<file path="src/hw/rtl/rbfos_pkg.sv">
// ============================================================================
// rbfos_pkg
// Shared types and constants for the region box filter with overlap
// suppression: box record, cell control word, controller states, register map.
// ============================================================================
package rbfos_pkg;

    localparam int COORD_W = 10;
    localparam int COLOR_W = 8;
    localparam int GAIN_W  = 8;
    localparam int AREA_W  = 2 * COORD_W;

    // Register map indexes
    localparam logic [1:0] CFG_MIN_RATIO = 2'd0;
    localparam logic [1:0] CFG_TOP_ROW   = 2'd1;
    localparam logic [1:0] CFG_BLUE_GAIN = 2'd2;
    localparam logic [1:0] CFG_RED_GAIN  = 2'd3;

    // Input kind carried in tuser
    localparam logic CMD_BOX   = 1'b0;
    localparam logic CMD_FRAME = 1'b1;

    typedef struct packed {
        logic [COORD_W-1:0] h;
        logic [COORD_W-1:0] w;
        logic [COORD_W-1:0] y;
        logic [COORD_W-1:0] x;
    } t_box;

    typedef struct packed {
        t_box              box;
        logic [AREA_W-1:0] area;
    } t_entry;

    typedef struct packed {
        logic [GAIN_W-1:0]  min_ratio;
        logic [COORD_W-1:0] top_row;
        logic [GAIN_W-1:0]  blue_gain;
        logic [GAIN_W-1:0]  red_gain;
    } t_cfg;

    typedef enum logic [2:0] {
        CELL_HOLD,
        CELL_MATCH,
        CELL_KILL,
        CELL_PACK,
        CELL_APPEND,
        CELL_SHIFT
    } t_cell_op;

    // Broadcast from the controller to every cell
    typedef struct packed {
        t_cell_op op;
        t_entry   cand;
    } t_cell_ctl;

    typedef enum logic [2:0] {
        ST_IDLE,
        ST_SCREEN,
        ST_MATCH,
        ST_KILL,
        ST_PACK,
        ST_EMIT
    } t_state;

endpackage

</file>
<file path="src/hw/rtl/rbfos_screen.sv">
// ============================================================================
// rbfos_screen
// Candidate acceptance tests (aspect ratio, bottom row, blue/red dominance)
// and candidate area, registered.
// ============================================================================
module rbfos_screen import rbfos_pkg::*; (
    input  logic              i_clk,
    input  t_box              i_cand,
    input  logic [COLOR_W-1:0] i_blue,
    input  logic [COLOR_W-1:0] i_green,
    input  logic [COLOR_W-1:0] i_red,
    input  t_cfg              i_cfg,
    output logic              o_pass,
    output logic [AREA_W-1:0] o_area
);

    localparam int RATIO_W = COORD_W + GAIN_W;
    localparam int DOM_W   = COLOR_W + GAIN_W + 1;

    logic                r_pass;
    logic [AREA_W-1:0]   r_area;
    logic [RATIO_W-1:0]  w_mr_w;
    logic [RATIO_W-1:0]  w_mr_h;
    logic                w_ratio_ok;
    logic                w_row_ok;
    logic [DOM_W-1:0]    w_b_lhs;
    logic [DOM_W-1:0]    w_r_lhs;
    logic [DOM_W-1:0]    w_b_margin;
    logic [DOM_W-1:0]    w_r_margin;
    logic                w_blue_ok;
    logic                w_red_ok;

    // Aspect ratio strictly inside (m/256, 256/m)
    assign w_mr_w     = RATIO_W'(i_cfg.min_ratio * i_cand.w);
    assign w_mr_h     = RATIO_W'(i_cfg.min_ratio * i_cand.h);
    assign w_ratio_ok = (w_mr_w < {i_cand.h, 8'd0}) && (w_mr_h < {i_cand.w, 8'd0});

    // Bottom row below the top limit
    assign w_row_ok = ({1'b0, i_cand.y} + {1'b0, i_cand.h}) > {1'b0, i_cfg.top_row};

    // Color dominance: 256*c > 256*o + gain*c for both other channels
    assign w_b_lhs    = DOM_W'({i_blue, 8'd0});
    assign w_r_lhs    = DOM_W'({i_red, 8'd0});
    assign w_b_margin = DOM_W'(i_cfg.blue_gain * i_blue);
    assign w_r_margin = DOM_W'(i_cfg.red_gain * i_red);
    assign w_blue_ok  = (w_b_lhs > DOM_W'({i_green, 8'd0}) + w_b_margin) &&
                        (w_b_lhs > DOM_W'({i_red,   8'd0}) + w_b_margin);
    assign w_red_ok   = (w_r_lhs > DOM_W'({i_green, 8'd0}) + w_r_margin) &&
                        (w_r_lhs > DOM_W'({i_blue,  8'd0}) + w_r_margin);

    always_ff @(posedge i_clk) begin
        r_pass <= w_ratio_ok && w_row_ok && (w_blue_ok || w_red_ok);
        r_area <= AREA_W'(i_cand.w * i_cand.h);
    end

    assign o_pass = r_pass;
    assign o_area = r_area;

endmodule

</file>
<file path="config.mk">
export PLATFORM = sky130hd
export DESIGN_NAME = rbfos_screen
export DESIGN_NICKNAME = d
export VERILOG_FILES = /design/src/hw/rtl/rbfos_pkg.sv /design/src/hw/rtl/rbfos_screen.sv
export SDC_FILE = /design/constraint.sdc
export NUM_CORES = 1
export LEC_CHECK = 0
export BUFFER_PORTS_ARGS = -buffer_cell sky130_fd_sc_hd__buf_2
export CAP_MARGIN = 0
export CORE_MARGIN = 2
export CORE_UTILIZATION = 45
export DETAILED_ROUTE_END_ITERATION = 6
export GPL_ROUTABILITY_DRIVEN = 0
export PLACE_DENSITY = 0.68
export SLEW_MARGIN = 30
export SYNTH_ARGS = -nofsm -noshare
export SYNTH_HDL_FRONTEND = slang
export SYNTH_SLANG_ARGS = --single-unit
</file>
<file path="constraint.sdc">
create_clock -name i_clk -period 7.04 [get_ports i_clk]
set_clock_uncertainty 0.2 [all_clocks]
set_input_delay 0 -clock i_clk [delete_from_list [all_inputs] [get_ports i_clk]]
set_output_delay 0 -clock i_clk [all_outputs]
set_load 0.005 [all_outputs]
</file>
==> results of run 1 <==
## cell type report
class / instances / area [um2] / share of cell area [%]
Inverter: 342 / 1280 / 7.77
Sequential cell: 21 / 420 / 2.55
Timing Repair Buffer: 137 / 761 / 4.61
Multi-Input combinational cell: 1382 / 13400 / 81.2
Tap cell: 448 / 561 / 3.39
Clock inverter: 1 / 5.00 / 0.0303
Clock buffer: 3 / 75.1 / 0.455
## logic make-up after synthesis
kind of cell	count (synthesis)
adders and majority gates	536
AOI/OAI and AO/OA	208
and+or+nand+nor	558
buffers and inverters	379
xor gates and xnor gates	79
muxes	1
DFF	21
## critical path, delay by kind of cell
kind	cells	cell delay, ns
buffers and inverters	4	0.31
AO/OA/AOI/OAI	12	2.30
XOR/XNOR	2	0.22
AND/OR/NAND/NOR	6	0.85
adder cells (fa/ha/maj)	7	2.97
## cell usage after synthesis, types with 2 or more instances
| cell | instances |
|---|---|
| inv_1 | 342 |
| ha_1 | 303 |
| fa_1 | 233 |
| and2_1 | 195 |
| nand2_1 | 180 |
| nor2_1 | 77 |
| a21oi_1 | 63 |
| xnor2_1 | 53 |
| o21ai_0 | 38 |
| clkbuf_1 | 36 |
| a21o_1 | 34 |
| xor2_1 | 26 |
| dfxtp_1 | 21 |
| nor2b_1 | 21 |
| nor3_1 | 20 |
| nand3_1 | 19 |
| o21a_1 | 13 |
| nand2b_1 | 9 |
| o21bai_1 | 9 |
| and3_1 | 7 |
| o21ai_1 | 7 |
| a211oi_1 | 5 |
| nand4_1 | 5 |
| a31oi_1 | 4 |
| nor3b_1 | 4 |
| a2111oi_0 | 3 |
| a221oi_1 | 3 |
| nor4b_1 | 3 |
| or3_1 | 3 |
| a21boi_0 | 2 |
| a21oi_2 | 2 |
| a41oi_1 | 2 |
| and4_1 | 2 |
| and4b_1 | 2 |
| nand4b_1 | 2 |
| nor4_1 | 2 |
| o2111ai_1 | 2 |
| o211ai_1 | 2 |
| o22ai_1 | 2 |
| o41ai_1 | 2 |
| o41ai_2 | 2 |
| or2_2 | 2 |
## registers in the layout, indices dropped and copies added (netlist names)
signal  count
o_area     20
o_pass      1
## final timing paths
kind / end / slack, ns / depth (start not counted)
max: o_pass / 0.36 / 31
min: o_area[1] / 0.15 / 3
## power breakdown
| part | switching [uW] | total [uW] | internal (uW) |
|---|---|---|---|
| logic | 3050 | 5650 | 2600 |
| registers | 11.5 | 196 | 185 |
| clock network | 51.8 | 128 | 76.6 |
| total | 3110 | 5970 | 2860 |
## layer usage
metal	vias to the layer above	track usage, %
met5	-	0
met4	2	2.60
met3	32	1.50
met2	253	36.7
met1	5995	27.3
li1	5867	-
## repair_timing
action | 4_1_cts | 5_1_grt
pin swaps | 0 | 4
hold endpoints to repair | 1 | 0
buffers inserted | 0 | 1
setup endpoints to repair | 1 | 1
gates resized for setup | 1 | 14
hold buffers | 2 | 0
## through the flow
stage | setup TNS [ns] | area [um2]
after floorplan | 0 | 15200
after global placement | -0.0236 | 16400
after detailed placement | -0.347 | 16400
after CTS | 0 | 16500
after global routing | -0.0186 | 16500
final | 0 | 16500
==> summary.md, run 1 <==
| Metric | Value |
|---|---|
| FF+latch count, synth | `21` |
| XOR/XNOR Fraction of Synth Area | `4.55%` |
| Commonest non-fill, non-tap cell in the layout | `inv_1` |
| DRT Pass-1 Iters | `7` |
| Synth Cell Area | `15200 um2` |
| IR drop worst, VDD | `0.455 mV` |
| Setup CP Type | `in -> reg` |
| M1 wire length | `15.7 mm` |
| Chip height | `188 um` |
| Vias in the first global route | `12500` |
| Port Buf Inserts | `109` |
| Via count | `12100` |
| WP data arrival | `6.65 ns` |
| Final setup violation count | `0` |
| Minimum clock period | `6.68 ns` |
| Drt drc | `1` |
| Syn Inst Count | `1782` |
| Largest net degree at the start of global routing | `21` |
| Slowest CP cell | `fa_1` |
| Core Rows | `67` |
| Avg Inst Size Synth | `8.54 um2` |
| H-tree levels | `1` |
| Uppermost layer routed | `met5` |
| Synthesized Nets | `2417` |
| Metal2 WL | `17.0 mm` |
| Placed Instances | `2327` |
| Clock buffer count from CTS | `3` |
| Synth Area in Compound Gates | `8.93%` |
| Top post-synthesis cells by area | `fa_1 (31%), ha_1 (25%), inv_1 (8.4%), and2_1 (8.0%), nand2_1 (4.4%)` |
| Total power | `5970 uW` |
| Pre-CTS setup slack | `-0.347 ns` |
| Synthesis-to-finish area growth | `8.58%` |
| Largest fanout on the critical path | `8` |
| Post-synth ARST share | `0%` |
| Critical path startpoint | `i_cfg[8]` |
| Fin worst setup slack | `0.361 ns` |
| Max_cap viols | `0` |
| Max Clock Freq | `150 MHz` |
| Top_reg_cell synth | `dfxtp_1` |
| Core Region | `33400 um2` |
| Max_slew headroom | `50.2%` |
| Hold_ws | `0.153 ns` |
| Status | `complete, but fails checks` |
| Area share of the largest cell type after synthesis | `30.7%` |
| Simple-gate share of the synthesized area | `18.7%` |
| Post-DP HPWL | `28.5 mm` |
| Pwr/cell area | `361 nW/um2` |
| Antenna Nets Post-Route | `0` |
| Non-filler cells, final | `2334` |
| # fillers | `3170` |
| Worst Tran Pin Value | `0.748 ns` |
| First-pass GRT wire length | `59.8 mm` |
| Overall die area | `35300 um2` |
| Num ports | `120` |
| DR iter-0 viols | `547` |
| GRT Residual Overflow | `0` |
| GRT Resource Usage Total | `20.3%` |
| Layout cells sized above 1 | `8.59%` |
| Fin. Hold Viols | `0` |
| EDFF count, synth | `0` |
| P_leak | `0.00894 uW` |
| CTS Root Cell | `clkbuf_16` |
| Tcrit/Tclk final | `94.9%` |
| Combinational family with the most area after synthesis | `adder cells` |
| Die Width | `188 um` |
| DR WL/cell | `14.8 um` |
| Clk buf depth | `2` |
| Synth warn | `0` |
| Worst Hold Launch | `i_cand[30]` |
| Yosys cell types | `62` |
| Crit path top cell by count | `fa_1` |
| Post-Synth Adder-Cell Area | `55.6%` |
| DRT Wirelength | `34.6 mm` |
| Antenna violations before repair | `1` |
| Met3 WL | `1.40 mm` |
| Sequential-to-total area share from yosys stat | `2.76%` |
| Max Transition Viols Final | `0` |
| Fin nets | `2522` |
| Most frequent cells in the layout | `inv_1 (342), ha_1 (303), fa_1 (233), and2_1 (195), nand2_1 (180)` |
| CTS tree | `done` |
| Worst min path class | `in -> reg` |
| Startpoint types | `input pin` |
| Antenna cells | `0` |
| Clock slew at reported path FFs | `0.07 ns` |
| Via-per-instance ratio | `5.21` |
| Worst setup EP type | `register` |
| Yosys top cell by area | `fa_1` |
| Critical Path RT | `7.01 ns` |
| Crit path largest cell delay | `0.54 ns` |
| Num Clock Sinks | `21` |
| Mux share of post-synthesis cell area | `0.0658%` |
| Failing checks | `design-rule violations` |
| Initial core utilization | `45.5%` |
| End-of-flow core utilization | `49.4%` |
(Power assumes the default switching activity.)
==> inputs of run 2 (changes only) <==
- CORE_ASPECT_RATIO: not set -> 0.5
==> run 2 against run 1 <==
Compared with the run above: the flow now finishes without violations; sequential share of layout area is essentially flat; die area increased by 0.26%; combinational power is 2% lower; largest cell class unchanged; final area fell by 0.45%; global-route usage down 0.84 points; sequential power is essentially flat; first-iteration DRC count down 7.9%; flip-flop and latch count stayed put; count of clock-buffer cells in the layout unchanged.
==> summary.md, run 2 (synthesis results as in run 1) <==
| Metric | Value |
|---|---|
| Max Transition Viols Final | `0 (unchanged)` |
| Max_slew headroom | `64.0% (was 50.2%)` |
| GRT Residual Overflow | `0 (unchanged)` |
| Post-DP HPWL | `26.9 mm (was 28.5 mm)` |
| Fin nets | `2516 (was 2522)` |
| DRT Pass-1 Iters | `5 (was 7)` |
| Synthesis-to-finish area growth | `8.09% (was 8.58%)` |
| DR WL/cell | `14.1 um (was 14.8 um)` |
| Largest fanout on the critical path | `8 (unchanged)` |
| Num ports | `120 (unchanged)` |
| Clk buf depth | `2 (unchanged)` |
| Logic pwr share | `94.5% (was 94.6%)` |
| Setup CP Type | `in -> reg (unchanged)` |
| Via-per-instance ratio | `5.13 (was 5.21)` |
| P_int | `2820 uW (was 2860 uW)` |
| GRT Resource Usage Total | `19.5% (was 20.3%)` |
| Antenna violations before repair | `0 (was 1)` |
| Psw | `3040 uW (was 3110 uW)` |
| Pwr/cell area | `356 nW/um2 (was 361 nW/um2)` |
| Num Clock Sinks | `21 (unchanged)` |
| Slowest CP cell | `fa_1 (unchanged)` |
| Port Buf Inserts | `109 (unchanged)` |
| Startpoint types | `input pin (unchanged)` |
| Clock power frac | `2.2% (about the same)` |
| Worst Tran Pin Value | `0.540 ns (was 0.748 ns)` |
| Drt drc | `0 (was 1)` |
| Sw Ratio | `51.8% (was 52.1%)` |
| Final setup violation count | `0 (unchanged)` |
| Tcrit/Tclk final | `93.6% (was 94.9%)` |
| Crit path top cell by count | `fa_1 (unchanged)` |
| Initial core utilization | `45.9% (was 45.5%)` |
| # fillers | `3256 (was 3170)` |
| Crit path largest cell delay | `0.54 ns (about the same)` |
| Via count | `11900 (was 12100)` |
| Fin worst setup slack | `0.454 ns (was 0.361 ns)` |
| Worst setup EP type | `register (unchanged)` |
| WP data arrival | `6.57 ns (was 6.65 ns)` |
| Flop pwr share | `3.3% (about the same)` |
| Max Clock Freq | `152 MHz (was 150 MHz)` |
| Core Region | `33200 um2 (was 33400 um2)` |
| Largest net degree at the start of global routing | `21 (unchanged)` |
| DRT Wirelength | `32.8 mm (was 34.6 mm)` |
| Min-Delay Endpoint | `o_area[0] (was o_area[1])` |
| Chip height | `134 um (was 188 um)` |
| Max FFs per register | `20 (unchanged)` |
| First-pass GRT wire length | `57.6 mm (was 59.8 mm)` |
| Fin area | `16400 um2 (was 16500 um2)` |
| Minimum clock period | `6.59 ns (was 6.68 ns)` |
| Core Rows | `47 (was 67)` |
| Antenna cells | `0 (unchanged)` |
| CTS Root Cell | `clkbuf_16 (unchanged)` |
| Most frequent cells in the layout | `inv_1 (342), ha_1 (303), fa_1 (233), and2_1 (195), nand2_1 (180) (unchanged)` |
| Worst min path class | `in -> reg (unchanged)` |
| P_leak | `0.00889 uW (was 0.00894 uW)` |
| Clock slew at reported path FFs | `0.07 ns (about the same)` |
| Hold_ws | `0.0164 ns (was 0.153 ns)` |
| Setup TNS Final | `0 ns (unchanged)` |
| DR iter-0 viols | `504 (was 547)` |
| RSZ-0062 raised after global routing | `false` |
| Hold path cells | `2 (was 3)` |
| Fin. Hold Viols | `0 (unchanged)` |
| Layout cells sized above 1 | `8.19% (was 8.59%)` |
| Die Width | `264 um (was 188 um)` |
| Critical Path RT | `7.02 ns (was 7.01 ns)` |
| IR drop worst, VDD | `0.344 mV (was 0.455 mV)` |
| Overall die area | `35400 um2 (was 35300 um2)` |
| Placed Area | `16300 um2 (was 16400 um2)` |
| Max_cap viols | `0 (unchanged)` |
| Status | `finished, final reports clean (was complete, but fails checks)` |
| Pre-CTS setup slack | `0.0762 ns (was -0.347 ns)` |
| Vias in the first global route | `12100 (was 12500)` |
| Worst Hold Launch | `i_cand[30] (unchanged)` |
| End-of-flow core utilization | `49.6% (was 49.4%)` |
| CTS tree | `done (unchanged)` |
| Clock buffer count from CTS | `3 (unchanged)` |
| Commonest non-fill, non-tap cell in the layout | `inv_1 (unchanged)` |
| Antenna Nets Post-Route | `0 (unchanged)` |
| H-tree levels | `1 (unchanged)` |
-- run 2: changes by cell type in the layout (fill, tap and decap cells not counted) --
cell / before / now
a211oi_1: 4 / 5
nor2b_1: 20 / 21
a211oi_2: 1 / 0
nor2b_4: 1 / 0
dlygate4sd3_1: 2 / 1
nor4_1: 1 / 2
buf_4: 26 / 21
nor4_2: 2 / 1
-- run 2: worst max-delay path, delay by kind of cell --
kind            cells  cell delay [ns]
xor+xnor            2             0.37
compound gates     12             2.12
fa+ha+maj           7             3.06
buf+inv             4             0.32
simple gates        5             0.71
-- run 2: how the worst max path moves through the flow --
| stage | startpoint | endpoint | slack, ns | depth (start not counted) |
|---|---|---|---|---|
| 4_1_cts | i_blue[3] | o_pass | 0.32 | 30 |
| 6_report | i_cfg[8] | o_pass | 0.45 | 30 |
| 3_5_place_dp | i_blue[3] | o_pass | 0.08 | 31 |
| 2_1_floorplan | i_cfg[9] | o_pass | 0.70 | 30 |
| 5_1_grt | i_cfg[8] | o_pass | 0.004 | 31 |
| 3_3_place_gp | i_blue[3] | o_pass | 0.22 | 30 |
-- run 2: timing repair --
item / 4_1_cts / 5_1_grt
setup endpoints to repair: 0 / 1
hold buffers: 1 / 0
hold endpoints to repair: 1 / 0
buffers inserted: 0 / 2
resized for setup: 0 / 11
-- run 2: power groups by stage --
| stage | Clock, uW | Combinational (uW) | Sequential [uW] |
|---|---|---|---|
| final | 128 | 5540 | 195 |
| after CTS | 135 | 5480 | 196 |
| after global routing | 139 | 6410 | 201 |
| after global placement | 0 | 5320 | 199 |
| after detailed placement | 0 | 5420 | 198 |
| after floorplan | 0 | 4230 | 208 |
-- run 2: stage by stage --
step                      cells  total power [uW]
after floorplan            1782              4430
after global placement     2314              5520
after detailed placement   2314              5620
after CTS                  2319              5810
after global routing       2321              6750
final                      2321              5860
-- run 2: layout make-up --
cell class	count	area, um2	share of cell area, %
timing repair buffer	131	713	4.34
clock inverter	1	5.00	0.0304
sequential	21	420	2.56
clock buffer	3	75.1	0.457
multi-input combinational	1382	13400	81.5
tap	441	552	3.36
inverter	342	1280	7.81
-- run 2: routing by layer --
layer,vias up,part of all wire [%],track usage [%]
met2,166,49,34.6
met4,0,0.70,2.21
met3,12,2.8,1.27
li1,5862,-,-
met5,-,0,0
met1,5858,48,27.0
==> inputs of run 3 (changes only) <==
==> constraint.sdc (replaced) <==
create_clock -name i_clk -period 7.04 [get_ports i_clk]
set_clock_uncertainty 0.2 [all_clocks]
set_input_delay 1.056 -clock i_clk [delete_from_list [all_inputs] [get_ports i_clk]]
set_output_delay 1.056 -clock i_clk [all_outputs]
set_load 0.005 [all_outputs]
==> run 3 against run 2 <==
Compared with the run above: the run now ends with negative setup slack left; die area unchanged; cell count up 7.5%; count of clock-buffer cells in the layout is 1 higher; first-iteration DRC count rose by 15%; global-route usage rose by 1.4 points; combinational power is 24% higher; wire length up 8.4%; critical endpoint unchanged; largest power group unchanged.
==> summary.md, run 3 (synthesis results as in run 1) <==
| Metric | Value |
|---|---|
| Num Clock Sinks | `21 (unchanged)` |
| Antenna Nets Post-Route | `0 (unchanged)` |
| Most frequent cells in the layout | `inv_1 (339), ha_1 (295), fa_1 (229), buf_4 (204), and2_1 (187) (was inv_1 (342), ha_1 (303), fa_1 (233), and2_1 (195), nand2_1 (180))` |
| DR iter-0 viols | `582 (was 504)` |
| Largest fanout on the critical path | `7 (was 8)` |
| Fin. Hold Viols | `0 (unchanged)` |
| Setup TNS Final | `-0.300 ns (was 0 ns)` |
| Max_slew headroom | `62.5% (was 64.0%)` |
| Via count | `12600 (was 11900)` |
| Setup CP Type | `in -> reg (unchanged)` |
| Max Transition Viols Final | `0 (unchanged)` |
| First-pass GRT wire length | `61.6 mm (was 57.6 mm)` |
| Worst Tran Pin Value | `0.563 ns (was 0.540 ns)` |
| DR WL/cell | `14.3 um (was 14.1 um)` |
| RSZ-0062 raised after global routing | `true (was false)` |
| Largest net degree at the start of global routing | `19 (was 21)` |
| Worst min path class | `in -> reg (unchanged)` |
| Hold Buf Count CTS | `0 (was 1)` |
| Max_cap viols | `0 (unchanged)` |
| DRT Wirelength | `35.6 mm (was 32.8 mm)` |
| WP data arrival | `7.32 ns (was 6.57 ns)` |
| Met2 GRT Util | `36.7% (was 34.6%)` |
| IR drop worst, VDD | `0.309 mV (was 0.344 mV)` |
| H-tree levels | `1 (unchanged)` |
| Fin nets | `2690 (was 2516)` |
| CTS tree | `done (unchanged)` |
| P_leak | `0.00984 uW (was 0.00889 uW)` |
| Worst setup EP type | `register (unchanged)` |
| Core Rows | `47 (unchanged)` |
| Synthesis-to-finish area growth | `19.5% (was 8.09%)` |
| Initial core utilization | `45.9% (unchanged)` |
| Commonest non-fill, non-tap cell in the layout | `inv_1 (unchanged)` |
| Overall die area | `35400 um2 (unchanged)` |
| Critical Path RT | `7.02 ns (about the same)` |
| Core Region | `33200 um2 (unchanged)` |
| Fin worst setup slack | `-0.300 ns (was 0.454 ns)` |
| CTS Root Cell | `clkbuf_16 (unchanged)` |
| Chip height | `134 um (unchanged)` |
| Minimum clock period | `7.34 ns (was 6.59 ns)` |
| Post-DP HPWL | `30.4 mm (was 26.9 mm)` |
| Failing checks | `negative setup slack` |
| Clock slew at reported path FFs | `0.07 ns (about the same)` |
| Final setup violation count | `1 (was 0)` |
| Startpoint types | `input pin (unchanged)` |
| Clock buffer count from CTS | `3 (unchanged)` |
| Die Width | `264 um (unchanged)` |
| Tcrit/Tclk final | `104% (was 93.6%)` |
| Drt drc | `0 (unchanged)` |
| Met3 usage in global routing | `1.40% (was 1.27%)` |
| DRT Pass-1 Iters | `5 (unchanged)` |
| GRT Resource Usage Total | `20.9% (was 19.5%)` |
| Num ports | `120 (unchanged)` |
| Vias in the first global route | `12900 (was 12100)` |
| GRT Residual Overflow | `0 (unchanged)` |
| Clk buf depth | `2 (unchanged)` |
| Met1 Usage GRT | `29.3% (was 27.0%)` |
| Hold_ws | `1.10 ns (was 0.0164 ns)` |
| Antenna violations before repair | `1 (was 0)` |
| Pwr/cell area | `395 nW/um2 (was 356 nW/um2)` |
| # fillers | `3090 (was 3256)` |
| Status | `complete, but fails checks (was finished, final reports clean)` |
| Busiest grt layer | `met2 (unchanged)` |
| Port Buf Inserts | `109 (unchanged)` |
| Layout cells sized above 1 | `19.4% (was 8.19%)` |
| Max FFs per register | `20 (unchanged)` |
| Via-per-instance ratio | `5.05 (was 5.13)` |
| Max Clock Freq | `136 MHz (was 152 MHz)` |
run 3: power by group:
part           switching [uW]  internal, uW  leakage (uW)
registers                12.9           185      0.000176
logic                    3380          3470       0.00962
clock network            52.5          77.6     0.0000382
total                    3450          3730       0.00984
run 3: through the flow:
stage,setup slack (ns),util (%),std cells,instance area [um2],total power (uW)
finish,-0.300,54.8,2496,18200,7180
global route,-0.550,54.8,2496,18200,8100
CTS,-0.233,54.2,2485,18000,6920
detailed placement,-1.15,53.1,2478,17600,6450
global placement,-1.04,53.1,2478,17600,6310
floorplan,0.00651,-,1782,15300,4530
run 3: critical path, stage by stage:
cell and delay (ns):
buf_2 0.12, buf_4 0.17, and2_1 0.18, fa_1 0.55, fa_1 0.44, fa_1 0.55, inv_1 0.05, fa_1 0.53
inv_1 0.04, ha_1 0.32, o21ai_2 0.08, a21oi_1 0.14, buf_4 0.15, nor2_4 0.05, buf_4 0.14, fa_1 0.41
a21o_1 0.21, a21oi_2 0.17, xor2_1 0.09, ha_1 0.31, nand3_1 0.11, o22ai_1 0.18, o21a_1 0.14, o21ai_0 0.11
a222oi_1 0.56, a31oi_4 0.20, nor4_2 0.27
run 3: cell type report:
type | count | area (um2) | area share, %
diodes | 1 | 2.50 | 0.0138
clock buffers | 4 | 78.8 | 0.434
inverters | 342 | 1280 | 7.06
multi-input cells | 1382 | 13800 | 75.7
flip-flops and latches | 21 | 420 | 2.31
well taps | 441 | 552 | 3.04
repair buffers | 305 | 2070 | 11.4
run 3: worst paths after layout:
check | startpoint | endpoint | slack (ns) | cells after the start
hold / removal | i_cand[30] | o_area[0] | 1.10 | 3
setup / recovery | i_red[4] | o_pass | -0.30 | 27
run 3: per-layer routing:
metal  routed length, um  share of wire [%]
met4                 199               0.56
met2               17400                 49
met5                   0                  0
met1               16900                 47
met3                1130                3.2
run 3: timing repair:
action	in CTS	in global routing
endpoints found under the setup margin	1	1
setup buffers	3	10
pin swaps	53	48
resized for setup	66	30
