**config.mk**
```make
export PLATFORM = sky130hd
export DESIGN_NAME = rbfos_cell
export DESIGN_NICKNAME = d
export VERILOG_FILES = /design/src/hw/rtl/rbfos_pkg.sv /design/src/hw/rtl/rbfos_cell.sv
export SDC_FILE = /design/constraint.sdc
export NUM_CORES = 1
export LEC_CHECK = 0
export BUFFER_PORTS_ARGS = -buffer_cell sky130_fd_sc_hd__buf_2
export CELL_PAD_IN_SITES_DETAIL_PLACEMENT = 1
export CELL_PAD_IN_SITES_GLOBAL_PLACEMENT = 1
export CORE_AREA = 2 2 125 127
export CTS_BUF_LIST = sky130_fd_sc_hd__clkbuf_4
export DETAILED_ROUTE_END_ITERATION = 6
export DIE_AREA = 0 0 127 129
export GPL_TIMING_DRIVEN = 0
export HOLD_SLACK_MARGIN = 0.03
export MAX_ROUTING_LAYER = met4
export PLACE_DENSITY = 0.85
export SETUP_SLACK_MARGIN = 0.1
export SYNTH_ARGS = -nofsm -noshare
export SYNTH_HDL_FRONTEND = slang
export SYNTH_SLANG_ARGS = --single-unit
```
**constraint.sdc**
```tcl
create_clock -name i_clk -period 11.2 [get_ports i_clk]
set_clock_uncertainty 0.05 [all_clocks]
set_input_delay 1.68 -clock i_clk [delete_from_list [all_inputs] [get_ports i_clk]]
set_output_delay 1.68 -clock i_clk [all_outputs]
set_load 0.03 [all_outputs]
```
**src/hw/rtl/rbfos_pkg.sv**
```systemverilog
// ============================================================================
// rbfos_pkg
// Shared types and constants for the region box filter with overlap
// suppression: box record, cell control word, controller states, register map.
// ============================================================================
package rbfos_pkg;

    localparam int COORD_W = 10;
    localparam int COLOR_W = 8;
    localparam int GAIN_W  = 8;
    localparam int AREA_W  = 2 * COORD_W;

    // Register map indexes
    localparam logic [1:0] CFG_MIN_RATIO = 2'd0;
    localparam logic [1:0] CFG_TOP_ROW   = 2'd1;
    localparam logic [1:0] CFG_BLUE_GAIN = 2'd2;
    localparam logic [1:0] CFG_RED_GAIN  = 2'd3;

    // Input kind carried in tuser
    localparam logic CMD_BOX   = 1'b0;
    localparam logic CMD_FRAME = 1'b1;

    typedef struct packed {
        logic [COORD_W-1:0] h;
        logic [COORD_W-1:0] w;
        logic [COORD_W-1:0] y;
        logic [COORD_W-1:0] x;
    } t_box;

    typedef struct packed {
        t_box              box;
        logic [AREA_W-1:0] area;
    } t_entry;

    typedef struct packed {
        logic [GAIN_W-1:0]  min_ratio;
        logic [COORD_W-1:0] top_row;
        logic [GAIN_W-1:0]  blue_gain;
        logic [GAIN_W-1:0]  red_gain;
    } t_cfg;

    typedef enum logic [2:0] {
        CELL_HOLD,
        CELL_MATCH,
        CELL_KILL,
        CELL_PACK,
        CELL_APPEND,
        CELL_SHIFT
    } t_cell_op;

    // Broadcast from the controller to every cell
    typedef struct packed {
        t_cell_op op;
        t_entry   cand;
    } t_cell_ctl;

    typedef enum logic [2:0] {
        ST_IDLE,
        ST_SCREEN,
        ST_MATCH,
        ST_KILL,
        ST_PACK,
        ST_EMIT
    } t_state;

endpackage

```
**src/hw/rtl/rbfos_cell.sv**
```systemverilog
// ============================================================================
// rbfos_cell
// One slot of the box store. Compares its box with the broadcast candidate,
// drops itself when suppressed, and trades contents with its neighbors to
// close gaps, take an append or shift out at frame end.
// ============================================================================
module rbfos_cell import rbfos_pkg::*; (
    input  logic      i_clk,
    input  logic      i_rst_n,
    input  t_cell_ctl i_ctl,
    input  t_entry    i_up_ent,     // from the next cell toward the tail
    input  logic      i_up_valid,
    input  logic      i_lo_valid,   // previous cell toward the head
    output t_entry    o_ent,
    output logic      o_valid,
    output logic      o_block
);

    t_entry            r_ent;
    logic              r_valid;
    logic              r_kill;
    logic              r_block;
    t_entry            n_ent;
    logic              n_valid;
    logic              w_overlap;
    logic              w_bigger;
    logic [COORD_W-1:0] w_lo_x;
    logic [COORD_W-1:0] w_lo_y;
    logic [COORD_W:0]   w_hi_x;
    logic [COORD_W:0]   w_hi_y;
    logic [COORD_W:0]   w_ca_x;
    logic [COORD_W:0]   w_ca_y;
    logic [COORD_W:0]   w_my_x;
    logic [COORD_W:0]   w_my_y;

    // Intersection of candidate with the stored box
    assign w_ca_x = {1'b0, i_ctl.cand.box.x} + {1'b0, i_ctl.cand.box.w};
    assign w_ca_y = {1'b0, i_ctl.cand.box.y} + {1'b0, i_ctl.cand.box.h};
    assign w_my_x = {1'b0, r_ent.box.x} + {1'b0, r_ent.box.w};
    assign w_my_y = {1'b0, r_ent.box.y} + {1'b0, r_ent.box.h};
    assign w_lo_x = (i_ctl.cand.box.x > r_ent.box.x) ? i_ctl.cand.box.x : r_ent.box.x;
    assign w_lo_y = (i_ctl.cand.box.y > r_ent.box.y) ? i_ctl.cand.box.y : r_ent.box.y;
    assign w_hi_x = (w_ca_x < w_my_x) ? w_ca_x : w_my_x;
    assign w_hi_y = (w_ca_y < w_my_y) ? w_ca_y : w_my_y;
    assign w_overlap = ({1'b0, w_lo_x} < w_hi_x) && ({1'b0, w_lo_y} < w_hi_y);
    assign w_bigger  = i_ctl.cand.area > r_ent.area;

    // Next slot contents
    always_comb begin
        n_ent   = r_ent;
        n_valid = r_valid;
        unique case (i_ctl.op)
            CELL_HOLD, CELL_MATCH: begin
            end
            CELL_KILL: begin
                n_valid = r_valid && !r_kill;
            end
            CELL_PACK: begin
                // occupied slot yields to an empty slot below it
                if (r_valid) begin
                    n_valid = i_lo_valid;
                end else begin
                    n_ent   = i_up_ent;
                    n_valid = i_up_valid;
                end
            end
            CELL_APPEND: begin
                if (!r_valid && i_lo_valid) begin
                    n_ent   = i_ctl.cand;
                    n_valid = 1'b1;
                end
            end
            CELL_SHIFT: begin
                n_ent   = i_up_ent;
                n_valid = i_up_valid;
            end
            default: begin
            end
        endcase
    end

    always_ff @(posedge i_clk) begin
        if (!i_rst_n) begin
            r_valid <= 1'b0;
        end else begin
            r_valid <= n_valid;
        end
    end

    always_ff @(posedge i_clk) begin
        r_ent <= n_ent;
        if (i_ctl.op == CELL_MATCH) begin
            r_kill  <= r_valid && w_overlap && w_bigger;
            r_block <= r_valid && w_overlap && !w_bigger;
        end
    end

    assign o_ent   = r_ent;
    assign o_valid = r_valid;
    assign o_block = r_block;

endmodule

```
==> results of run 1 <==
## Yosys cell counts, types with 2 or more instances
master,instances
sky130_fd_sc_hd__a21bo_2,2
sky130_fd_sc_hd__fa_1,4
sky130_fd_sc_hd__a211oi_1,11
sky130_fd_sc_hd__o21ai_0,45
sky130_fd_sc_hd__nor4_1,4
sky130_fd_sc_hd__mux2i_1,10
sky130_fd_sc_hd__ha_1,118
sky130_fd_sc_hd__o21bai_1,5
sky130_fd_sc_hd__a31oi_1,4
sky130_fd_sc_hd__o41ai_1,4
sky130_fd_sc_hd__a21o_1,16
sky130_fd_sc_hd__nand2_1,56
sky130_fd_sc_hd__nor3_1,11
sky130_fd_sc_hd__a211oi_2,3
sky130_fd_sc_hd__mux2_2,62
sky130_fd_sc_hd__xnor2_1,17
sky130_fd_sc_hd__and2_1,2
sky130_fd_sc_hd__a21oi_1,49
sky130_fd_sc_hd__nor2_1,41
sky130_fd_sc_hd__a31o_2,2
sky130_fd_sc_hd__edfxtp_1,62
sky130_fd_sc_hd__clkbuf_1,9
sky130_fd_sc_hd__o21ai_1,4
sky130_fd_sc_hd__o21ai_2,2
sky130_fd_sc_hd__xor2_1,12
sky130_fd_sc_hd__o21a_1,6
sky130_fd_sc_hd__o41a_1,2
sky130_fd_sc_hd__inv_1,58
sky130_fd_sc_hd__nand3_1,9
sky130_fd_sc_hd__a211o_1,2
sky130_fd_sc_hd__nand2b_1,5
sky130_fd_sc_hd__nand4_1,9
sky130_fd_sc_hd__nor2b_1,8
## cells by family (layout without fill, tap and decap cells)
family,count (synthesis),in the layout,share of synthesized area
other,0,1,0
multiplexers,72,72,0.1221
adder cells (fa/ha/maj),122,122,0.2380
buffers and inverters,68,274,0.04018
AND/OR/NAND/NOR,152,152,0.1060
XOR/XNOR,30,30,0.04133
flip-flops,63,63,0.2878
AO/OA/AOI/OAI,166,166,0.1646
## worst min-delay path: cells and delay by family (launching register included)
kind	cells	cell delay (ns)
simple gates	1	0.06
flops	1	0.45
compound gates	1	0.22
## flip-flops by register name, indices dropped and copies added, names as in the netlist
signal / count
o_valid: 1
r_kill: 1
o_block: 1
o_ent: 60
## area by class of cell
class | count | area (um2)
fill | 1826 | 7089
multi-input combinational | 542 | 4405
sequential | 63 | 1882
timing repair buffer | 190 | 996.0
tap | 188 | 235.2
inverter | 58 | 217.7
clock buffer | 10 | 75.07
buffer | 10 | 45.04
clock inverter | 6 | 28.78
antenna | 1 | 2.502
## per-layer routing
layer	vias to the layer above	global-route usage
li1	2903	-
met1	2849	0.3070
met2	157	0.4497
met3	34	0.03784
met4	0	0.08597
met5	-	-
## worst max path at each step
stage               startpoint                  end  cells after the start
floorplan            i_ctl[60]   o_ent[0]$_DFFE_PP_                      3
global route         i_ctl[23]     r_kill$_DFFE_PN_                     23
finish               i_ctl[23]     r_kill$_DFFE_PN_                     23
detailed placement   i_ctl[23]     r_kill$_DFFE_PN_                     23
global placement     i_ctl[60]  o_ent[30]$_DFFE_PP_                      4
CTS                  i_ctl[23]     r_kill$_DFFE_PN_                     23
## power breakdown
| part | internal [mW] | switching, mW |
|---|---|---|
| combinational | 0.221 | 0.317 |
| clock | 0.0451 | 0.0966 |
| sequential | 0.282 | 0.0132 |
## stage by stage
| stage | instances | worst slack [ns] | cell area (um2) | util | hold slack, ns |
|---|---|---|---|---|---|
| finish | 1068 | 4.936 | 7888 | 0.5267 | 0.7088 |
| global route | 1068 | 4.423 | 7888 | 0.5267 | 0.7459 |
| CTS | 1067 | 4.929 | 7885 | 0.5265 | 0.7022 |
| detailed placement | 1051 | 4.446 | 7781 | 0.5195 | 0.6821 |
| global placement | 1049 | 1.630 | 7715 | 0.5151 | 0.6217 |
| floorplan | 673 | 4.428 | 6539 | - | 0.5972 |
==> impl_table.tex, run 1 <==
\begin{tabular}{lr}
\hline
Metric & Value \\
\hline
\multicolumn{2}{l}{\textbf{Floorplanning}} \\
\quad Area of the placeable core & about 0.015 mm2 \\
\quad Overall die area & roughly 0.016 mm2 \\
\quad Number of rows in the core area & 45 \\
\quad Die outline height & 129 um \\
\quad IO Pins & 189 \\
\quad Floorplan die width & 127 um \\
\quad Starting Density & 0.4366 \\
\multicolumn{2}{l}{\textbf{Routing}} \\
\quad Routed length on met2 & 10070 um \\
\quad \# DRC & 0 \\
\quad Met3 Routed Length & 935 um \\
\quad Router iterations before antenna repair & 4 \\
\quad WL final & 20110 um \\
\quad Sum of routed wire segments on met1 & 8655 um \\
\quad Detailed router's first-iteration violation count & 178 \\
\quad Vias/cell & 5.565 \\
\quad Antenna viol nets, final & 0 \\
\quad Wire length per cell & 18.83 um \\
\quad Top layer in use & met4 \\
\quad Detailed-route via count & about 6000 \\
\multicolumn{2}{l}{\textbf{Pwr}} \\
\quad Cell leakage power & 3.702 nW \\
\quad Worst IR Drop VDD & 74.22 uV \\
\quad Tot Pwr & 0.9755 mW \\
\quad Ratio of total power to cell area & between 100 and 150 mW/mm2 \\
\multicolumn{2}{l}{\textbf{Worst setup path}} \\
\quad Cell family with the largest share of critical-path delay & compound AO/OA/AOI/OAI gates \\
\quad Endpoint of the lowest-slack register-to-register path & r\_kill\$\_DFFE\_PN\_ \\
\quad Type of element capturing the critical path & flop \\
\quad Kind of critical path & in -> reg \\
\quad Buf+Inv Stages, Crit Path & 2 \\
\quad Critical-path maximum fanout & 10 \\
\quad Setup slack of the worst register-to-register path & 5.40 ns \\
\quad Depth of the worst register-to-register path & 24 \\
\quad Worst endpoint required time & 11.42 ns \\
\quad Arrival time at the worst endpoint & between 6 and 7 ns \\
\quad Biggest cell delay along the critical path & 0.44 ns \\
\quad Reg-to-reg startpoint & o\_ent[21]\$\_DFFE\_PP\_ \\
\quad Crit path cell chain & buf\_2 > ha\_1 > o21ai\_0 > a21oi\_1 > o41ai\_1 > o21ai\_0 > xor2\_1 > ha\_1 > nand2\_1 > o21ai\_0 > a31o\_2 > nor2\_1 > clkbuf\_1 > nor2\_1 > a21oi\_1 > ha\_1 > a21o\_1 > a21o\_1 > a21oi\_1 > nor2\_1 > nor3\_1 > a32oi\_1 > a2111oi\_2 \\
\quad Startpoint class of the critical path & primary input \\
\quad Slowest stage cell on the critical path & sky130\_fd\_sc\_hd\_\_o41ai\_1 \\
\multicolumn{2}{l}{\textbf{Synth}} \\
\quad Share of Yosys cell area claimed by the top area cell type & 0.2847 \\
\quad Sequential-to-total area share from yosys stat & 0.2878 \\
\quad Post-synthesis async set-or-reset flop share & 0 \\
\quad Number of warnings reported in the yosys synthesis log & 0 \\
\quad Distinct cells, synth & 52 \\
\quad Synth area leaders & sky130\_fd\_sc\_hd\_\_edfxtp\_1 28\%, sky130\_fd\_sc\_hd\_\_ha\_1 23\%, sky130\_fd\_sc\_hd\_\_mux2\_2 11\% \\
\quad Net Count, Synth & between 900 and 1000 \\
\quad Register bit total from synthesis & 63 \\
\quad Post-Syn Area per Cell & 9.716 um2 \\
\quad Flip-flop cell with the highest count after synthesis & sky130\_fd\_sc\_hd\_\_edfxtp\_1 \\
\quad Number of synthesized flops with an enable pin & just over 60 \\
\quad Netlist area before placement & 0.006539 mm2 \\
\quad Gate Count Post-Synth & just under 700 \\
\quad Cell taking the most area after synthesis & sky130\_fd\_sc\_hd\_\_edfxtp\_1 \\
\multicolumn{2}{l}{\textbf{Clock tree}} \\
\quad Clock input transition at the sequential cells of the worst setup and hold paths & 0.12 ns \\
\quad Total clock buffers created by CTS & 9 \\
\quad Count of cells resized by post-cts repair & 0 \\
\quad Maximum buffer depth of the clock tree & 2 \\
\quad Number of clock sinks & 63 \\
\quad Clock tree from TritonCTS & done \\
\quad Clk Latency, worst-skew pair & 0.47 ns \\
\quad Buffers inserted by post-CTS timing repair & 0 \\
\quad Maximum level of the CTS H-tree & 3 \\
\quad Hold-fix buffer count after cts & 0 \\
\quad Cell at the root of the clock tree & sky130\_fd\_sc\_hd\_\_clkbuf\_4 \\
\multicolumn{2}{l}{\textbf{Worst hold path}} \\
\quad Cell count of the worst hold path & 2 \\
\quad Hold path startpoint & o\_valid\$\_SDFFE\_PN0P\_ \\
\quad Worst Hold Class & reg -> reg \\
\quad Worst Hold End & o\_valid\$\_SDFFE\_PN0P\_ \\
\multicolumn{2}{l}{\textbf{Final layout}} \\
\quad Leading cell type in the layout, fill and taps excluded & sky130\_fd\_sc\_hd\_\_buf\_2 \\
\quad Share of cells above drive strength 1 & 0.3231 \\
\quad Area added between synthesis and finish & 20.63\% \\
\quad Commonest cells after routing, fill and taps aside & 188 x sky130\_fd\_sc\_hd\_\_buf\_2, 118 x sky130\_fd\_sc\_hd\_\_ha\_1, 62 x sky130\_fd\_sc\_hd\_\_mux2\_2, 62 x sky130\_fd\_sc\_hd\_\_edfxtp\_1, 58 x sky130\_fd\_sc\_hd\_\_inv\_1 \\
\quad Count of nets after finishing & 1123 \\
\multicolumn{2}{l}{\textbf{STA}} \\
\quad Final Hold Violating Endpoints & 0 \\
\quad Maximum clock frequency & roughly 160 MHz \\
\quad Final number of max-transition violations & 0 \\
\quad Setup\_tns & 0 ns \\
\quad Final worst-path cycle share & 0.5593 \\
\quad Setup-failing EPs final & 0 \\
\quad Time the final worst path needs with I/O delays and setup & 6.264 ns \\
\quad RSZ-0062 raised after global routing & no \\
\quad Slew of the pin with the lowest slew margin & $\sim$0.84 ns \\
\quad Worst slew margin relative to its limit & 0.4359 \\
\multicolumn{2}{l}{\textbf{GRT}} \\
\quad Wire length of the first global-routing pass & 32170 um \\
\quad Global Route Usage Sum & 0.2580 \\
\quad Via count of the first global-routing pass & 6465 \\
\quad Largest net degree at the start of global routing & 22 \\
\quad Total grt overflow & 0 \\
\quad Antenna violations before repair & 1 \\
\multicolumn{2}{l}{\textbf{Placed design}} \\
\quad Final RePlAce weighted congestion & 0.9015 \\
\quad Quantity of I/O buffers inserted on ports & between 150 and 200 \\
\quad Dpl hpwl & 16970 um \\
\multicolumn{2}{l}{\textbf{Flow run}} \\
\quad Number of violations of the max-capacitance limit & 0 \\
\multicolumn{2}{l}{\textbf{Run status}} \\
\quad Run status & finished, final reports clean \\
\hline
\end{tabular}
No activity file was read; power rests on OpenSTA's default activity.
==> run 2, diff against run 1 <==
Settings changed: ABC_AREA set to 1, CORE_AREA 2 2 125 127 to 2 2 136 138, DIE_AREA 0 0 127 129 to 0 0 138 140, PLACE_DENSITY 0.85 to 0.8.
Clock period 11.2 ns to 5.8 ns, I/O delays scaled along.
==> run 2 against run 1 <==
  * Sequential share of layout area fell by 1.2 points
  * Sequential power rose by 95%
  * Register-to-register slack got worse by 4.2 ns
  * Critical path type unchanged
  * Critical path depth rose by 2
  * Total power rose by 100%
  * Via count rose by 18%
  * Largest cell class unchanged
  * Synthesized area rose by 5.3%
  * Synthesized cell count rose by 41%
  * Flip-flop and latch count did not move
  * Combinational power rose by 99%
  * Critical endpoint is now o_block$_DFFE_PN_
  * Routed wire length rose by 16%
==> impl_table.tex, run 2 <==
\begin{tabular}{lr}
\hline
Metric & Value \\
\hline
\multicolumn{2}{l}{\textbf{Run status}} \\
\quad Run status & finished, final reports clean \\
\multicolumn{2}{l}{\textbf{STA}} \\
\quad RSZ-0062 raised after global routing & no \\
\quad Worst slew margin relative to its limit & 0.4770 (+0.04112) \\
\quad Setup\_tns & 0 ns (unchanged) \\
\quad Worst setup slack after layout & 1.021 ns (-3.915 ns) \\
\quad Final number of max-transition violations & 0 (unchanged) \\
\quad Final worst-path cycle share & 0.8239 \\
\quad Slew of the pin with the lowest slew margin & 0.7827 ns (-0.06023 ns) \\
\quad Final Hold Violating Endpoints & 0 (unchanged) \\
\quad Time the final worst path needs with I/O delays and setup & 4.779 ns \\
\quad Setup-failing EPs final & 0 (unchanged) \\
\quad Min Hold Slack & 0.5444 ns (-0.1644 ns) \\
\quad Maximum clock frequency & approximately 210 MHz \\
\multicolumn{2}{l}{\textbf{GRT}} \\
\quad Largest net degree at the start of global routing & 22 (unchanged) \\
\quad Antenna violations before repair & 1 (unchanged) \\
\quad Global Route Usage Sum & 0.2453 (-0.01265) \\
\quad Via count of the first global-routing pass & 7184 (+11\%) \\
\quad Wire length of the first global-routing pass & 36800 um (+14\%) \\
\quad Total grt overflow & 0 (unchanged) \\
\multicolumn{2}{l}{\textbf{Floorplanning}} \\
\quad Area of the placeable core & 0.01778 mm2 (+19\%) \\
\quad Number of rows in the core area & 49 (+8.9\%) \\
\quad IO Pins & 189 (unchanged) \\
\quad Die outline height & 140 um (+8.5\%) \\
\quad Floorplan die width & 138 um (+8.7\%) \\
\quad Starting Density & 0.3873 (-0.04933) \\
\quad Overall die area & 0.01932 mm2 (+18\%) \\
\multicolumn{2}{l}{\textbf{Final layout}} \\
\quad Area of the multi-input gates & 0.004469 mm2 (+1.4\%) \\
\quad Sequential cell area in the final layout & 0.001882 mm2 (unchanged) \\
\quad Commonest cells after routing, fill and taps aside & 335 x sky130\_fd\_sc\_hd\_\_nand2\_1, 192 x sky130\_fd\_sc\_hd\_\_buf\_2, 119 x sky130\_fd\_sc\_hd\_\_inv\_1 \\
\quad Post-route design area & 0.008317 mm2 (+5.4\%) \\
\quad Leading cell type in the layout, fill and taps excluded & sky130\_fd\_sc\_hd\_\_nand2\_1 \\
\quad Final-layout fill cell count & 2363 (+29\%) \\
\quad Share of cells above drive strength 1 & 0.1971 (-0.1260) \\
\quad Count of nets after finishing & 1401 (+25\%) \\
\quad Largest register FFs & 60 (unchanged) \\
\quad Area added between synthesis and finish & 20.79\% \\
\multicolumn{2}{l}{\textbf{Synth}} \\
\quad Number of warnings reported in the yosys synthesis log & 0 (unchanged) \\
\quad Share of Yosys cell area claimed by the top area cell type & 0.2704 (-0.01433) \\
\quad Distinct cells, synth & 39 (-25\%) \\
\quad Post-synthesis async set-or-reset flop share & 0 (unchanged) \\
\quad Gate Count Post-Synth & 951 (+41\%) \\
\quad Number of synthesized flops with an enable pin & 62 (unchanged) \\
\quad Library cell with the highest instance count after synthesis & sky130\_fd\_sc\_hd\_\_nand2\_1 \\
\quad Netlist area before placement & 0.006885 mm2 (+5.3\%) \\
\quad Register bit total from synthesis & 63 (unchanged) \\
\quad Sequential-to-total area share from yosys stat & 0.2733 (-0.01449) \\
\quad Post-Syn Area per Cell & 7.240 um2 (-25\%) \\
\quad Top post-synthesis cells by count & 335 x sky130\_fd\_sc\_hd\_\_nand2\_1, 119 x sky130\_fd\_sc\_hd\_\_inv\_1, 118 x sky130\_fd\_sc\_hd\_\_ha\_1 \\
\quad Cell taking the most area after synthesis & sky130\_fd\_sc\_hd\_\_edfxtp\_1 \\
\quad Net Count, Synth & 1200 (+30\%) \\
\quad Synth area leaders & sky130\_fd\_sc\_hd\_\_edfxtp\_1 27\%, sky130\_fd\_sc\_hd\_\_ha\_1 21\%, sky130\_fd\_sc\_hd\_\_nand2\_1 18\% \\
\quad Flip-flop cell with the highest count after synthesis & sky130\_fd\_sc\_hd\_\_edfxtp\_1 \\
\multicolumn{2}{l}{\textbf{Clock tree}} \\
\quad Number of clock sinks & 63 (unchanged) \\
\quad Maximum buffer depth of the clock tree & 2 (unchanged) \\
\quad Buffers inserted by post-CTS timing repair & 0 (unchanged) \\
\quad Clock tree from TritonCTS & done \\
\quad Total clock buffers created by CTS & 9 (unchanged) \\
\quad Clock input transition at the sequential cells of the worst setup and hold paths & 0.14 ns (+0.02 ns) \\
\quad Hold-fix buffer count after cts & 0 (unchanged) \\
\quad Count of cells resized by post-cts repair & 0 (unchanged) \\
\quad Cell at the root of the clock tree & sky130\_fd\_sc\_hd\_\_clkbuf\_4 \\
\quad Clk Latency, worst-skew pair & 0.48 ns (about the same) \\
\quad Maximum level of the CTS H-tree & 3 (unchanged) \\
\multicolumn{2}{l}{\textbf{Routing}} \\
\quad Antenna viol nets, final & 0 (unchanged) \\
\quad Wire length per cell & 16.74 um (-11\%) \\
\quad WL final & 23240 um (+16\%) \\
\quad Vias/cell & 5.068 (-8.9\%) \\
\quad \# DRC & 0 (unchanged) \\
\quad Detailed router's first-iteration violation count & 254 (+43\%) \\
\quad Detailed-route via count & 7035 (+18\%) \\
\quad Router iterations before antenna repair & 5 (+1) \\
\multicolumn{2}{l}{\textbf{Pwr}} \\
\quad Tot Pwr & 1.989 mW (+100\%) \\
\quad Cell leakage power & 4.506 nW (+22\%) \\
\quad Worst IR Drop VDD & 98.04 uV (+32\%) \\
\quad Ratio of total power to cell area & 239.1 mW/mm2 (+93\%) \\
\multicolumn{2}{l}{\textbf{Placed design}} \\
\quad Cell area reported after detailed placement & 0.008172 mm2 (+5.0\%) \\
\quad Dpl hpwl & 19580 um (+15\%) \\
\quad Quantity of I/O buffers inserted on ports & 188 (unchanged) \\
\quad Final RePlAce weighted congestion & 0.8808 (-2.3\%) \\
\quad DP Worst Slack & 0.5725 ns (-3.874 ns) \\
\multicolumn{2}{l}{\textbf{Worst setup path}} \\
\quad Critical-path maximum fanout & 10 (unchanged) \\
\quad Arrival time at the worst endpoint & 4.98 ns (-1.51 ns) \\
\quad Worst endpoint required time & 6.01 ns (-5.41 ns) \\
\quad Kind of critical path & in -> reg \\
\quad Startpoint class of the critical path & primary input \\
\quad Type of element capturing the critical path & flop \\
\multicolumn{2}{l}{\textbf{Worst hold path}} \\
\quad Worst Hold Class & in -> reg \\
\multicolumn{2}{l}{\textbf{Flow run}} \\
\quad Number of violations of the max-capacitance limit & 0 (unchanged) \\
\hline
\end{tabular}
## run 2: stage by stage
stage,utilization,instances
final,0.4678,1388
after global routing,0.4676,1387
after CTS,0.4675,1386
after detailed placement,0.4596,1370
after global placement,0.4563,1368
after floorplan,-,951
## run 2: layer usage
layer	GRT usage	share of wire	vias up
li1	-	-	3556
met3	0.03521	0.048	20
met4	0.05478	0.012	0
met2	0.4026	0.46	155
met1	0.3234	0.48	3304
met5	-	0	-
## run 2: worst max-delay path, cell delays in order
cell and delay (ns):
sky130_fd_sc_hd__buf_2 0.12, sky130_fd_sc_hd__ha_1 0.29, sky130_fd_sc_hd__fa_1 0.47, sky130_fd_sc_hd__a31oi_1 0.27
sky130_fd_sc_hd__o21ai_1 0.17, sky130_fd_sc_hd__a31oi_1 0.19, sky130_fd_sc_hd__xnor2_1 0.20, sky130_fd_sc_hd__ha_1 0.30
sky130_fd_sc_hd__nand2_1 0.07, sky130_fd_sc_hd__a21oi_1 0.06, sky130_fd_sc_hd__nor2_1 0.21, sky130_fd_sc_hd__nand3_2 0.14
sky130_fd_sc_hd__buf_6 0.16, sky130_fd_sc_hd__buf_2 0.19, sky130_fd_sc_hd__nand2_1 0.08, sky130_fd_sc_hd__o21ai_0 0.07
sky130_fd_sc_hd__ha_1 0.30, sky130_fd_sc_hd__nand2_1 0.07, sky130_fd_sc_hd__o21a_1 0.17, sky130_fd_sc_hd__o21ai_0 0.16
sky130_fd_sc_hd__nand4_1 0.13, sky130_fd_sc_hd__nand2_1 0.08, sky130_fd_sc_hd__nor2_1 0.04, sky130_fd_sc_hd__nand3_1 0.11
sky130_fd_sc_hd__nor2_1 0.05
## run 2: area by class of cell
type,instances,share of cell area
Clock inverter,7,0.008726
Inverter,122,0.05506
Buffer,18,0.01053
Tap cell,229,0.03445
Clock buffer,9,0.008124
Multi-Input combinational cell,748,0.5374
Sequential cell,63,0.2263
Timing Repair Buffer,190,0.1189
Antenna cell,2,0.0006018
## run 2: logic make-up after synthesis
logic type      synth area share
simple gates              0.2644
xor+xnor                 0.03943
fa+ha+maj                 0.2261
compound gates            0.1159
buf+inv                  0.07923
flops                     0.2733
mux                     0.001635
## run 2: path summary, 6_finish.rpt
kind                                to  slack [ns]            startpoint  depth (start not counted)
setup reg to reg     o_block$_DFFE_PN_        1.23   o_ent[30]$_DFFE_PP_                         23
hold reg to reg   o_valid$_SDFFE_PN0P_        0.59  o_valid$_SDFFE_PN0P_                          2
hold / removal    o_valid$_SDFFE_PN0P_        0.54               i_rst_n                          3
setup / recovery     o_block$_DFFE_PN_        1.02             i_ctl[30]                         25
## run 2: power by group
group,leakage [nW],internal [mW],switching (mW),total [mW]
combinational,3.84,0.400,0.668,1.07
sequential,0.597,0.545,0.0289,0.574
clock,0.0739,0.132,0.215,0.347
total,4.51,1.08,0.912,1.99
==> run 3, diff against run 2 <==
Clock period 5.8 ns to 4.97 ns, I/O delays scaled along.
==> run 3 against run 2 <==
  * First-iteration DRC count is 8.7% lower
  * Highest routed layer unchanged
  * Routed wire length up 0.22%
  * Via count down 0.13%
==> impl_table.tex, run 3 (synthesis results as in run 2) <==
\begin{tabular}{lr}
\hline
Metric & Value \\
\hline
\multicolumn{2}{l}{\textbf{Worst setup path}} \\
\quad Endpoint of the lowest-slack register-to-register path & o\_block\$\_DFFE\_PN\_ \\
\quad Critical-path maximum fanout & 10 (unchanged) \\
\quad Arrival time at the worst endpoint & 4.81 ns (-0.17 ns) \\
\quad Reg-to-reg startpoint & o\_ent[30]\$\_DFFE\_PP\_ \\
\quad Setup slack of the worst register-to-register path & 0.39 ns (-0.84 ns) \\
\quad Critical Path Start & i\_ctl[30] \\
\quad Worst endpoint required time & 5.18 ns (-0.83 ns) \\
\quad Type of element capturing the critical path & flop \\
\quad Depth of the worst register-to-register path & 23 (unchanged) \\
\quad Startpoint class of the critical path & primary input \\
\quad Kind of critical path & in -> reg \\
\multicolumn{2}{l}{\textbf{Clock tree}} \\
\quad Cell at the root of the clock tree & sky130\_fd\_sc\_hd\_\_clkbuf\_4 \\
\quad Maximum buffer depth of the clock tree & 2 (unchanged) \\
\quad Hold-fix buffer count after cts & 0 (unchanged) \\
\quad Maximum level of the CTS H-tree & 3 (unchanged) \\
\quad Clk Latency, worst-skew pair & 0.48 ns (about the same) \\
\quad Clock input transition at the sequential cells of the worst setup and hold paths & 0.14 ns (about the same) \\
\quad Number of clock sinks & 63 (unchanged) \\
\quad Clock tree from TritonCTS & done \\
\quad Total clock buffers created by CTS & 9 (unchanged) \\
\multicolumn{2}{l}{\textbf{GRT}} \\
\quad Wire length of the first global-routing pass & 36800 um (unchanged) \\
\quad Global Route Usage Sum & 0.2453 (unchanged) \\
\quad Antenna violations before repair & 1 (unchanged) \\
\quad Largest net degree at the start of global routing & 22 (unchanged) \\
\quad Via count of the first global-routing pass & 7184 (unchanged) \\
\quad Total grt overflow & 0 (unchanged) \\
\multicolumn{2}{l}{\textbf{Worst hold path}} \\
\quad Worst Hold Class & in -> reg \\
\quad Hold path startpoint & i\_rst\_n \\
\quad Worst Hold End & o\_valid\$\_SDFFE\_PN0P\_ \\
\quad Cell count of the worst hold path & 3 (unchanged) \\
\multicolumn{2}{l}{\textbf{STA}} \\
\quad Final number of max-transition violations & 0 (unchanged) \\
\quad Final Hold Violating Endpoints & 0 (unchanged) \\
\quad Setup-failing EPs final & 0 (unchanged) \\
\quad Final worst-path cycle share & 0.9272 \\
\quad Worst slew margin relative to its limit & 0.4775 (+0.0004990) \\
\quad Maximum clock frequency & around 220 MHz \\
\quad Time the final worst path needs with I/O delays and setup & 4.608 ns \\
\quad RSZ-0062 raised after global routing & no \\
\quad Min Hold Slack & 0.4199 ns (-0.1246 ns) \\
\quad Slew of the pin with the lowest slew margin & 0.7820 ns (-0.0007467 ns) \\
\multicolumn{2}{l}{\textbf{Pwr}} \\
\quad Cell leakage power & 4.507 nW (about the same) \\
\quad Tot Pwr & 2.323 mW (+17\%) \\
\quad Worst IR Drop VDD & 114.5 uV (+17\%) \\
\quad Ratio of total power to cell area & 279.1 mW/mm2 (+17\%) \\
\multicolumn{2}{l}{\textbf{Routing}} \\
\quad \# DRC & 0 (unchanged) \\
\quad Wire length per cell & 16.78 um (+0.22\%) \\
\quad Vias/cell & 5.062 (-0.13\%) \\
\quad Detailed router's first-iteration violation count & 232 (-8.7\%) \\
\quad Detailed-route via count & 7026 (-0.13\%) \\
\quad Antenna viol nets, final & 0 (unchanged) \\
\quad Router iterations before antenna repair & 5 (unchanged) \\
\quad WL final & 23290 um (+0.22\%) \\
\multicolumn{2}{l}{\textbf{Floorplanning}} \\
\quad Die outline height & 140 um (unchanged) \\
\quad Floorplan die width & 138 um (unchanged) \\
\quad Area of the placeable core & 0.01778 mm2 (unchanged) \\
\quad IO Pins & 189 (unchanged) \\
\quad Number of rows in the core area & 49 (unchanged) \\
\quad Overall die area & 0.01932 mm2 (unchanged) \\
\quad Starting Density & 0.3873 (unchanged) \\
\multicolumn{2}{l}{\textbf{Final layout}} \\
\quad Largest register FFs & 60 (unchanged) \\
\quad Leading cell type in the layout, fill and taps excluded & sky130\_fd\_sc\_hd\_\_nand2\_1 \\
\quad Count of nets after finishing & 1401 (unchanged) \\
\quad Commonest cells after routing, fill and taps aside & 335 x sky130\_fd\_sc\_hd\_\_nand2\_1, 192 x sky130\_fd\_sc\_hd\_\_buf\_2, 119 x sky130\_fd\_sc\_hd\_\_inv\_1 \\
\quad Number of standard cells in the final layout excluding fillers & 1388 (unchanged) \\
\quad Share of cells above drive strength 1 & 0.1979 (+0.0008643) \\
\quad Area added between synthesis and finish & 20.88\% (about the same) \\
\multicolumn{2}{l}{\textbf{Placed design}} \\
\quad Count of placed standard cells including taps & 1370 (unchanged) \\
\quad Dpl hpwl & 19580 um (unchanged) \\
\quad Quantity of I/O buffers inserted on ports & 188 (unchanged) \\
\quad Final RePlAce weighted congestion & 0.8808 (unchanged) \\
\multicolumn{2}{l}{\textbf{Run status}} \\
\quad Run status & finished, final reports clean \\
\multicolumn{2}{l}{\textbf{Flow run}} \\
\quad Number of violations of the max-capacitance limit & 0 (unchanged) \\
\hline
\end{tabular}
[run 3: cell counts in the layout (fill, tap and decap cells not counted)]
Identical to the previous run, type by type.
[run 3: area by class of cell]
| class | count | area, um2 |
|---|---|---|
| Timing Repair Buffer | 190 | 988.4 |
| Clock buffer | 9 | 67.56 |
| Antenna cell | 2 | 5.005 |
| Inverter | 122 | 457.9 |
| Fill cell | 2363 | 9457 |
| Tap cell | 229 | 286.5 |
| Buffer | 18 | 87.58 |
| Clock inverter | 7 | 72.57 |
| Multi-Input combinational cell | 748 | 4476 |
| Sequential cell | 63 | 1882 |
[run 3: how the worst max path moves through the flow]
stage / slack, ns / cells past startpoint / to
3_5_place_dp: -0.13 / 25 / o_block$_DFFE_PN_
4_1_cts: 0.40 / 25 / o_block$_DFFE_PN_
6_report: 0.36 / 25 / o_block$_DFFE_PN_
2_1_floorplan: 0.17 / 5 / o_ent[0]$_DFFE_PP_
5_1_grt: 0.12 / 25 / o_block$_DFFE_PN_
3_3_place_gp: -2.04 / 6 / o_ent[44]$_DFFE_PP_
[run 3: through the flow]
stage	TNS, ns	worst slack [ns]	cell area, um2	utilization
after floorplan	0	0.1750	6885	-
after global placement	-122.26	-2.042	8113	0.4563
after detailed placement	-0.2653	-0.1330	8172	0.4596
after CTS	0	0.3956	8312	0.4675
after global routing	0	0.1237	8320	0.4680
final	0	0.3619	8323	0.4681
[run 3: worst max-delay path, cell delays in order]
cell,delay [ns]
sky130_fd_sc_hd__buf_2,0.12
sky130_fd_sc_hd__ha_1,0.28
sky130_fd_sc_hd__fa_1,0.49
sky130_fd_sc_hd__a31oi_2,0.22
sky130_fd_sc_hd__o21ai_1,0.15
sky130_fd_sc_hd__a31oi_1,0.19
sky130_fd_sc_hd__xnor2_1,0.20
sky130_fd_sc_hd__ha_1,0.30
sky130_fd_sc_hd__nand2_1,0.07
sky130_fd_sc_hd__a21oi_1,0.06
sky130_fd_sc_hd__nor2_1,0.21
sky130_fd_sc_hd__nand3_2,0.14
sky130_fd_sc_hd__buf_6,0.17
sky130_fd_sc_hd__buf_2,0.19
sky130_fd_sc_hd__nand2_1,0.08
sky130_fd_sc_hd__o21ai_0,0.07
sky130_fd_sc_hd__ha_1,0.30
sky130_fd_sc_hd__nand2_1,0.07
sky130_fd_sc_hd__o21a_1,0.17
sky130_fd_sc_hd__o21ai_0,0.16
sky130_fd_sc_hd__nand4_1,0.12
sky130_fd_sc_hd__nand2_1,0.08
sky130_fd_sc_hd__nor2_1,0.04
sky130_fd_sc_hd__nand3_1,0.11
sky130_fd_sc_hd__nor2_1,0.05
[run 3: repair_timing]
action	in CTS	in global routing
setup buffers	0	0
resized for setup	0	1
setup endpoints to repair	0	2
endpoints found under the hold margin	0	0
[run 3: power by group]
group	switching, mW	internal, mW	leakage [nW]	total [mW]
clock	0.250	0.154	0.0739	0.404
combinational	0.782	0.468	3.84	1.25
sequential	0.0338	0.636	0.597	0.669
total	1.07	1.26	4.51	2.32
[run 3: routing by layer]
layer / vias to the layer above / track usage / part of all wire
met5: - / - / 0
met4: 0 / 0.05478 / 0.012
met3: 20 / 0.03521 / 0.043
met2: 140 / 0.4026 / 0.46
met1: 3312 / 0.3234 / 0.48
li1: 3554 / - / -
